===== src/rtl/ffpa_pkg.sv =====
`default_nettype none

package ffpa_pkg;

    // field widths
    localparam int KIND_W      = 2;
    localparam int SIZE_W      = 17;
    localparam int PAGE_W      = 9;
    localparam int STATUS_W    = 2;
    localparam int MARK_W      = 2;
    localparam int IN_TDATA_W  = 32;
    localparam int OUT_TDATA_W = 16;

    // request kinds
    localparam logic [KIND_W-1:0] KIND_ALLOC = 2'd0;
    localparam logic [KIND_W-1:0] KIND_FREE  = 2'd1;
    localparam logic [KIND_W-1:0] KIND_CLEAR = 2'd2;

    // result status codes
    localparam logic [STATUS_W-1:0] ST_OK        = 2'd0;
    localparam logic [STATUS_W-1:0] ST_INVALID   = 2'd1;
    localparam logic [STATUS_W-1:0] ST_NO_RUN    = 2'd2;
    localparam logic [STATUS_W-1:0] ST_NOT_ALLOC = 2'd3;

    // page map marks
    localparam logic [MARK_W-1:0] MARK_FREE = 2'd0;
    localparam logic [MARK_W-1:0] MARK_HEAD = 2'd1;
    localparam logic [MARK_W-1:0] MARK_CONT = 2'd2;

endpackage

`default_nettype wire


===== src/rtl/ffpa_ram.sv =====
`default_nettype none

module ffpa_ram #(
    parameter int WIDTH = 2,
    parameter int DEPTH = 256
) (
    input  logic                     i_clk,
    input  logic                     i_wr_en,
    input  logic [$clog2(DEPTH)-1:0] i_wr_addr,
    input  logic [WIDTH-1:0]         i_wr_data,
    input  logic [$clog2(DEPTH)-1:0] i_rd_addr,
    output logic [WIDTH-1:0]         o_rd_data
);

    logic [WIDTH-1:0] r_mem [DEPTH];
    logic [WIDTH-1:0] r_rd_data;

    always_ff @(posedge i_clk) begin
        if (i_wr_en) begin
            r_mem[i_wr_addr] <= i_wr_data;
        end
        r_rd_data <= r_mem[i_rd_addr];
    end

    assign o_rd_data = r_rd_data;

endmodule

`default_nettype wire


===== src/rtl/first_fit_page_allocator.sv =====
`default_nettype none

// channel   direction  tdata (low bit up)                         tuser
// s_axis    in         size_bytes[16:0], page_number[25:17], pad   kind[1:0]
// m_axis    out        head_page[8:0], pad                         status[1:0]
//
// allocate: the map is scanned one entry per cycle through the single read port of
//   the map ram, then the run is marked one entry per cycle through its write
//   port
// free: a page out of range is rejected as invalid, an unmarked head page answers
//   not allocated, else the head and each continuation page after it are written free
// clear: every map entry is written free, then an ok result is given
// reset: a sweep writes every map entry free, no item taken
// s_axis_tready is high only while the block is idle; a result that m_axis does
//   not take holds in the output register while the next item is accepted

module first_fit_page_allocator #(
    parameter int NUM_PAGES  = 256,
    parameter int PAGE_BYTES = 256
) (
    input  logic                                i_clk,
    input  logic                                i_rst_n,
    input  logic                                s_axis_tvalid,
    output logic                                s_axis_tready,
    // size_bytes[16:0], page_number[25:17], zeros above
    input  logic [ffpa_pkg::IN_TDATA_W-1:0]     s_axis_tdata,
    // kind[1:0]
    input  logic [ffpa_pkg::KIND_W-1:0]         s_axis_tuser,
    output logic                                m_axis_tvalid,
    input  logic                                m_axis_tready,
    // head_page[8:0], zeros above
    output logic [ffpa_pkg::OUT_TDATA_W-1:0]    m_axis_tdata,
    // status[1:0]
    output logic [ffpa_pkg::STATUS_W-1:0]       m_axis_tuser
);

    import ffpa_pkg::*;

    localparam int AW          = $clog2(NUM_PAGES);
    localparam int TOTAL_BYTES = NUM_PAGES * PAGE_BYTES;
    localparam int RB_W        = $clog2(TOTAL_BYTES + 1);
    localparam int CMP_W       = (RB_W > SIZE_W) ? RB_W : SIZE_W;
    localparam logic [AW-1:0]    LAST   = AW'(NUM_PAGES - 1);
    localparam logic [CMP_W-1:0] PB_INC = CMP_W'(PAGE_BYTES);

    typedef enum logic [6:0] {
        S_CLEAR     = 7'b0000001,
        S_IDLE      = 7'b0000010,
        S_SCAN      = 7'b0000100,
        S_MARK      = 7'b0001000,
        S_FREE_HD   = 7'b0010000,
        S_FREE_WALK = 7'b0100000,
        S_RESP      = 7'b1000000
    } t_state;

    t_state               r_state, n_state;
    logic [AW-1:0]        r_ptr, n_ptr;
    logic [AW-1:0]        r_start, n_start;
    logic [AW-1:0]        r_end, n_end;
    logic [CMP_W-1:0]     r_rb, n_rb;
    logic [SIZE_W-1:0]    r_size, n_size;
    logic [PAGE_W-1:0]    r_page, n_page;
    logic [STATUS_W-1:0]  r_status, n_status;
    logic [PAGE_W-1:0]    r_res_page, n_res_page;
    logic                 r_clr_resp, n_clr_resp;
    logic                 r_m_valid, n_m_valid;
    logic [STATUS_W-1:0]  r_m_status, n_m_status;
    logic [PAGE_W-1:0]    r_m_page, n_m_page;

    logic [SIZE_W-1:0]    in_size;
    logic [PAGE_W-1:0]    in_page;
    logic [AW-1:0]        in_idx;
    logic                 page_bad;
    logic [AW-1:0]        ptr_next;
    logic                 at_last;
    logic [CMP_W-1:0]     rb_sum;
    logic                 run_hit;
    logic [AW:0]          start_p1;

    logic                 wr_en;
    logic [AW-1:0]        wr_addr;
    logic [MARK_W-1:0]    wr_data;
    logic [AW-1:0]        rd_addr;
    logic [MARK_W-1:0]    rd_data;

    assign in_size  = s_axis_tdata[SIZE_W-1:0];
    assign in_page  = s_axis_tdata[SIZE_W +: PAGE_W];
    // page p lives in map entry p-1
    assign in_idx   = AW'(in_page - PAGE_W'(1));
    assign page_bad = (in_page == '0) || (32'(in_page) > 32'(NUM_PAGES));

    assign at_last  = (r_ptr == LAST);
    assign ptr_next = at_last ? r_ptr : r_ptr + AW'(1);
    // bytes covered by the current free run if this entry joins it
    assign rb_sum   = r_rb + PB_INC;
    assign run_hit  = (rb_sum >= CMP_W'(r_size));
    assign start_p1 = {1'b0, r_start} + {{AW{1'b0}}, 1'b1};

    // read one entry ahead: the data arriving each cycle belongs to r_ptr
    assign rd_addr = (r_state == S_IDLE) ?
                     ((s_axis_tuser == KIND_FREE) ? in_idx : '0) : ptr_next;

    ffpa_ram #(
        .WIDTH (MARK_W),
        .DEPTH (NUM_PAGES)
    ) u_map (
        .i_clk     (i_clk),
        .i_wr_en   (wr_en),
        .i_wr_addr (wr_addr),
        .i_wr_data (wr_data),
        .i_rd_addr (rd_addr),
        .o_rd_data (rd_data)
    );

    always_comb begin
        n_state    = r_state;
        n_ptr      = r_ptr;
        n_start    = r_start;
        n_end      = r_end;
        n_rb       = r_rb;
        n_size     = r_size;
        n_page     = r_page;
        n_status   = r_status;
        n_res_page = r_res_page;
        n_clr_resp = r_clr_resp;
        n_m_valid  = r_m_valid;
        n_m_status = r_m_status;
        n_m_page   = r_m_page;
        wr_en      = 1'b0;
        wr_addr    = r_ptr;
        wr_data    = MARK_FREE;

        if (m_axis_tready) begin
            n_m_valid = 1'b0;
        end

        unique case (r_state)
            S_CLEAR: begin
                wr_en = 1'b1;
                if (at_last) begin
                    if (r_clr_resp) begin
                        n_status   = ST_OK;
                        n_res_page = '0;
                        n_state    = S_RESP;
                    end else begin
                        n_state = S_IDLE;
                    end
                end else begin
                    n_ptr = r_ptr + AW'(1);
                end
            end
            S_IDLE: begin
                if (s_axis_tvalid) begin
                    unique case (s_axis_tuser)
                        KIND_ALLOC: begin
                            if (in_size == '0) begin
                                n_status   = ST_INVALID;
                                n_res_page = '0;
                                n_state    = S_RESP;
                            end else begin
                                n_size  = in_size;
                                n_rb    = '0;
                                n_ptr   = '0;
                                n_state = S_SCAN;
                            end
                        end
                        KIND_FREE: begin
                            if (page_bad) begin
                                n_status   = ST_INVALID;
                                n_res_page = '0;
                                n_state    = S_RESP;
                            end else begin
                                n_ptr   = in_idx;
                                n_page  = in_page;
                                n_state = S_FREE_HD;
                            end
                        end
                        KIND_CLEAR: begin
                            n_ptr      = '0;
                            n_clr_resp = 1'b1;
                            n_state    = S_CLEAR;
                        end
                        default: begin
                            n_status   = ST_INVALID;
                            n_res_page = '0;
                            n_state    = S_RESP;
                        end
                    endcase
                end
            end
            S_SCAN: begin
                if (rd_data == MARK_FREE && run_hit) begin
                    // run long enough: mark from its head up to this entry
                    n_end   = r_ptr;
                    n_start = (r_rb == '0) ? r_ptr : r_start;
                    n_ptr   = (r_rb == '0) ? r_ptr : r_start;
                    n_state = S_MARK;
                end else begin
                    if (rd_data == MARK_FREE) begin
                        n_rb = rb_sum;
                        if (r_rb == '0) begin
                            n_start = r_ptr;
                        end
                    end else begin
                        n_rb = '0;
                    end
                    if (at_last) begin
                        n_status   = ST_NO_RUN;
                        n_res_page = '0;
                        n_state    = S_RESP;
                    end else begin
                        n_ptr = r_ptr + AW'(1);
                    end
                end
            end
            S_MARK: begin
                wr_en   = 1'b1;
                wr_data = (r_ptr == r_start) ? MARK_HEAD : MARK_CONT;
                if (r_ptr == r_end) begin
                    n_status   = ST_OK;
                    n_res_page = PAGE_W'(start_p1);
                    n_state    = S_RESP;
                end else begin
                    n_ptr = r_ptr + AW'(1);
                end
            end
            S_FREE_HD: begin
                if (rd_data == MARK_FREE) begin
                    n_status   = ST_NOT_ALLOC;
                    n_res_page = '0;
                    n_state    = S_RESP;
                end else begin
                    wr_en = 1'b1;
                    if (at_last) begin
                        n_status   = ST_OK;
                        n_res_page = r_page;
                        n_state    = S_RESP;
                    end else begin
                        n_ptr   = r_ptr + AW'(1);
                        n_state = S_FREE_WALK;
                    end
                end
            end
            S_FREE_WALK: begin
                // write to r_ptr while the read runs one entry ahead
                if (rd_data == MARK_CONT) begin
                    wr_en = 1'b1;
                    if (at_last) begin
                        n_status   = ST_OK;
                        n_res_page = r_page;
                        n_state    = S_RESP;
                    end else begin
                        n_ptr = r_ptr + AW'(1);
                    end
                end else begin
                    n_status   = ST_OK;
                    n_res_page = r_page;
                    n_state    = S_RESP;
                end
            end
            S_RESP: begin
                // wait for the output register to be free or draining
                if (!r_m_valid || m_axis_tready) begin
                    n_m_valid  = 1'b1;
                    n_m_status = r_status;
                    n_m_page   = r_res_page;
                    n_state    = S_IDLE;
                end
            end
            default: begin
                n_state = S_IDLE;
            end
        endcase
    end

    always_ff @(posedge i_clk) begin
        if (!i_rst_n) begin
            r_state    <= S_CLEAR;
            r_ptr      <= '0;
            r_clr_resp <= 1'b0;
            r_m_valid  <= 1'b0;
        end else begin
            r_state    <= n_state;
            r_ptr      <= n_ptr;
            r_clr_resp <= n_clr_resp;
            r_m_valid  <= n_m_valid;
        end
    end

    always_ff @(posedge i_clk) begin
        r_start    <= n_start;
        r_end      <= n_end;
        r_rb       <= n_rb;
        r_size     <= n_size;
        r_page     <= n_page;
        r_status   <= n_status;
        r_res_page <= n_res_page;
        r_m_status <= n_m_status;
        r_m_page   <= n_m_page;
    end

    assign s_axis_tready = (r_state == S_IDLE);
    assign m_axis_tvalid = r_m_valid;
    assign m_axis_tdata  = {{(OUT_TDATA_W - PAGE_W){1'b0}}, r_m_page};
    assign m_axis_tuser  = r_m_status;

endmodule

`default_nettype wire


===== config.mk =====
export PLATFORM = sky130hd
export DESIGN_NAME = first_fit_page_allocator
export DESIGN_NICKNAME = d
export VERILOG_FILES = /design/src/rtl/ffpa_pkg.sv /design/src/rtl/ffpa_ram.sv /design/src/rtl/first_fit_page_allocator.sv
export SDC_FILE = /design/constraint.sdc
export NUM_CORES = 1
export LEC_CHECK = 0
export BUFFER_PORTS_ARGS = -buffer_cell sky130_fd_sc_hd__buf_2
export CAP_MARGIN = 20
export CORE_MARGIN = 2
export CORE_UTILIZATION = 61
export CTS_CLUSTER_SIZE = 24
export DETAILED_ROUTE_END_ITERATION = 12
export PLACE_DENSITY = 0.78
export SLEW_MARGIN = 0
export SYNTH_ARGS = -nofsm -noshare
export SYNTH_HDL_FRONTEND = slang
export SYNTH_SLANG_ARGS = --single-unit

===== constraint.sdc =====
create_clock -name i_clk -period 31.9 [get_ports i_clk]
set_clock_uncertainty 0.1 [all_clocks]
set_input_delay 9.57 -clock i_clk [delete_from_list [all_inputs] [get_ports i_clk]]
set_output_delay 9.57 -clock i_clk [all_outputs]
set_load 0.02 [all_outputs]

==> metrics.txt <==
Synth async-reset ratio=0; Layout fillers=3,090; Post-CTS Setup Bufs=0; number of synthesized flops with an enable pin=593; DR pass1 iterations=6; cell area after synthesis=0.0269 sq mm; Die Y=214 um; die width=214 um; I/O pins=58; IO Port Bufs=44; Avg WL per Cell=23.0 um; fmax=70.7 MHz; count of cell types in the netlist=75; net load switching power=0.754 mW; fin crit share=0.443; Final #Nets=2,288; Design Area, Final=0.0295 sq mm; Worst Path Required=32,320 ps; initial core utilization=0.621; most common cell after layout, fill and taps aside=edfxtp_1; Mapped Avg Cell Area=12.1 sq um; CP Class=primary input to flop; core area=0.0433 sq mm; status=completed; largest net degree at the start of global routing=257; nature of the critical path startpoint=primary input; fin crit period=14,140 ps; switching share of power=0.342; Slew Viols, Final=0; routed via count=18,500; cts repair resizes=0; dpl hpwl=37.8 mm; GRT overflow=0; DRC=0; Vias/cell=6.47; DRT iter0 DRCs=2,315; Setup TNS Final=0 ps; Seq cells post-synth=612; placement-stage cell area=0.0275 sq mm; Synth-to-Final Area Change=9.75%; Hold WC Path Type=flop to flop; Tot GR Track Use=0.282; unrepaired setup endpoints after global routing=false; combinational share of power=0.277; Post-synth top flop=edfxtp_1; gp weighted congestion=0.954; CTS Buffer Depth=3; number of diodes=0; row count=76; clk_lat worst skew=640 ps; Hold Vio Cnt, Final=0; P_leak=9.57 nW; Final ANT Viol Nets=0; CTS Sinks=612; vias in the first global route=18,200; worst vdd ir=62.9 uV; Max Cap Viol=0; TritonCTS clock tree=yes; instance count of the mapped netlist=2,220; H-Tree Depth=2; Root Driver=clkbuf_16; CTS Buf Count=60; Crit. End Element=flop; worst hold margin=353 ps; Ys Warns=0; fraction of layout cells with a size suffix above 1=0.0836; most frequent cells in the layout=edfxtp_1, nand2_1, nor2_1; Clk pwr share=0.312; Setup-failing EPs final=0; post-synthesis sequential area ratio=0.677; Hold Buf Count CTS=0; antenna violations before repair=0; Slew headroom=0.139; Cell Int Power=1.45 mW; Worst Max-Slew Pin Slew=1290 ps; Reg power frac=0.411; Die Footprint=0.0458 sq mm; first-pass GRT wire length=100 mm; WP data arrival=14,570 ps; CTS clk-pin slew, worst paths=60 ps; DRT Wirelength=65.7 mm; power density cells=74.8 mW/mm^2; CP Max Fanout=78
-- registers in the layout, summed over array words and instances (netlist names) --
register	flops
u_map.r_mem	512
r_rb	17
r_size	17
r_m_page	9
r_page	9
r_res_page	9
r_end	8
r_ptr	8
r_start	8
r_state	7
m_axis_tuser	2
r_status	2
u_map.o_rd_data	2
m_axis_tvalid	1
r_clr_resp	1
-- worst paths after layout --
check	start	end	slack, ps	cells after the start
max	s_axis_tuser[1]	u_map.o_rd_data[1]	17760	15
max reg2reg	r_ptr[0]	u_map.o_rd_data[1]	25440	15
min reg2reg	r_res_page[0]	r_m_page[0]	350	0
min	r_res_page[0]	r_m_page[0]	350	0
-- worst max-delay path: stages --
cell,delay [ps]
buf_2,130
nand2b_1,250
nor4_2,130
a31oi_4,580
buf_4,830
buf_4,850
buf_4,630
mux2i_1,270
a32o_1,160
a31oi_1,50
a21oi_1,300
o22ai_1,160
nor3_1,260
o21ai_1,120
o311a_1,150
-- cell type report --
cell class / instances / area [sq um] / share of cell area
Inverter: 41 / 154 / 0.00522
Timing Repair Buffer: 81 / 593 / 0.0201
Clock inverter: 29 / 304 / 0.0103
Multi-Input combinational cell: 1428 / 7940 / 0.269
Clock buffer: 81 / 1590 / 0.0539
Sequential cell: 612 / 18200 / 0.617
Tap cell: 585 / 732 / 0.0248
-- metrics by stage --
stage | instances | power (mW) | setup WS (ps) | utilization
3_5_place_dp | 2742 | 1.51 | 17190 | 0.636
4_1_cts | 2852 | 2.19 | 17830 | 0.679
2_1_floorplan | 2226 | 1.32 | 18800 | -
5_1_grt | 2857 | 2.28 | 17500 | 0.682
6_report | 2857 | 2.21 | 17760 | 0.682
3_3_place_gp | 2741 | 1.50 | 17230 | 0.635
-- power by group through the flow --
stage	combinational (mW)	sequential (mW)	clock, mW
global route	0.647	0.909	0.721
CTS	0.591	0.907	0.693
detailed placement	0.585	0.924	0
finish	0.611	0.908	0.688
floorplan	0.409	0.915	0
global placement	0.573	0.924	0
-- kinds of logic after synthesis --
kind of cell,after synthesis,share of synthesized area
multiplexers,86,0.0321
other,1,0.000140
AO/OA/AOI/OAI,255,0.0689
adder cells (fa/ha/maj),26,0.0121
XOR/XNOR,40,0.0130
buffers and inverters,186,0.0311
flip-flops,612,0.677
AND/OR/NAND/NOR,1014,0.166
-- metal layers --
layer  routed length, um  global-route usage
met4                3180               0.148
met5                   0                   0
met1               24600               0.360
met3                6020              0.0500
met2               31900               0.467
-- synthesized netlist by cell type, types with 4 or more instances --
master	number	share of area
a21o_1	6	0.0017
a21oi_1	32	0.0060
a221oi_1	20	0.0065
a22oi_1	9	0.0025
a311oi_1	5	0.0016
a31oi_1	26	0.0061
a32o_1	5	0.0019
a32oi_1	32	0.010
and2_1	9	0.0021
and3_1	20	0.0047
buf_1	5	0.00070
buf_2	49	0.0091
buf_4	16	0.0045
clkbuf_1	73	0.010
dfxtp_1	19	0.014
edfxtp_1	593	0.66
ha_1	26	0.012
inv_1	41	0.0057
mux2i_1	84	0.031
nand2_1	395	0.055
nand2b_1	9	0.0021
nand3_1	159	0.030
nand3b_1	7	0.0020
nand4_1	40	0.0093
nor2_1	299	0.042
nor2b_1	13	0.0030
nor3_1	15	0.0028
nor4_1	20	0.0047
o2111ai_1	16	0.0052
o21a_1	6	0.0017
o21ai_0	46	0.0086
o221a_2	4	0.0017
o221ai_1	6	0.0020
o22ai_1	10	0.0023
xnor2_1	26	0.0085
xor2_1	14	0.0046
Power figures use the tool's default switching activity.
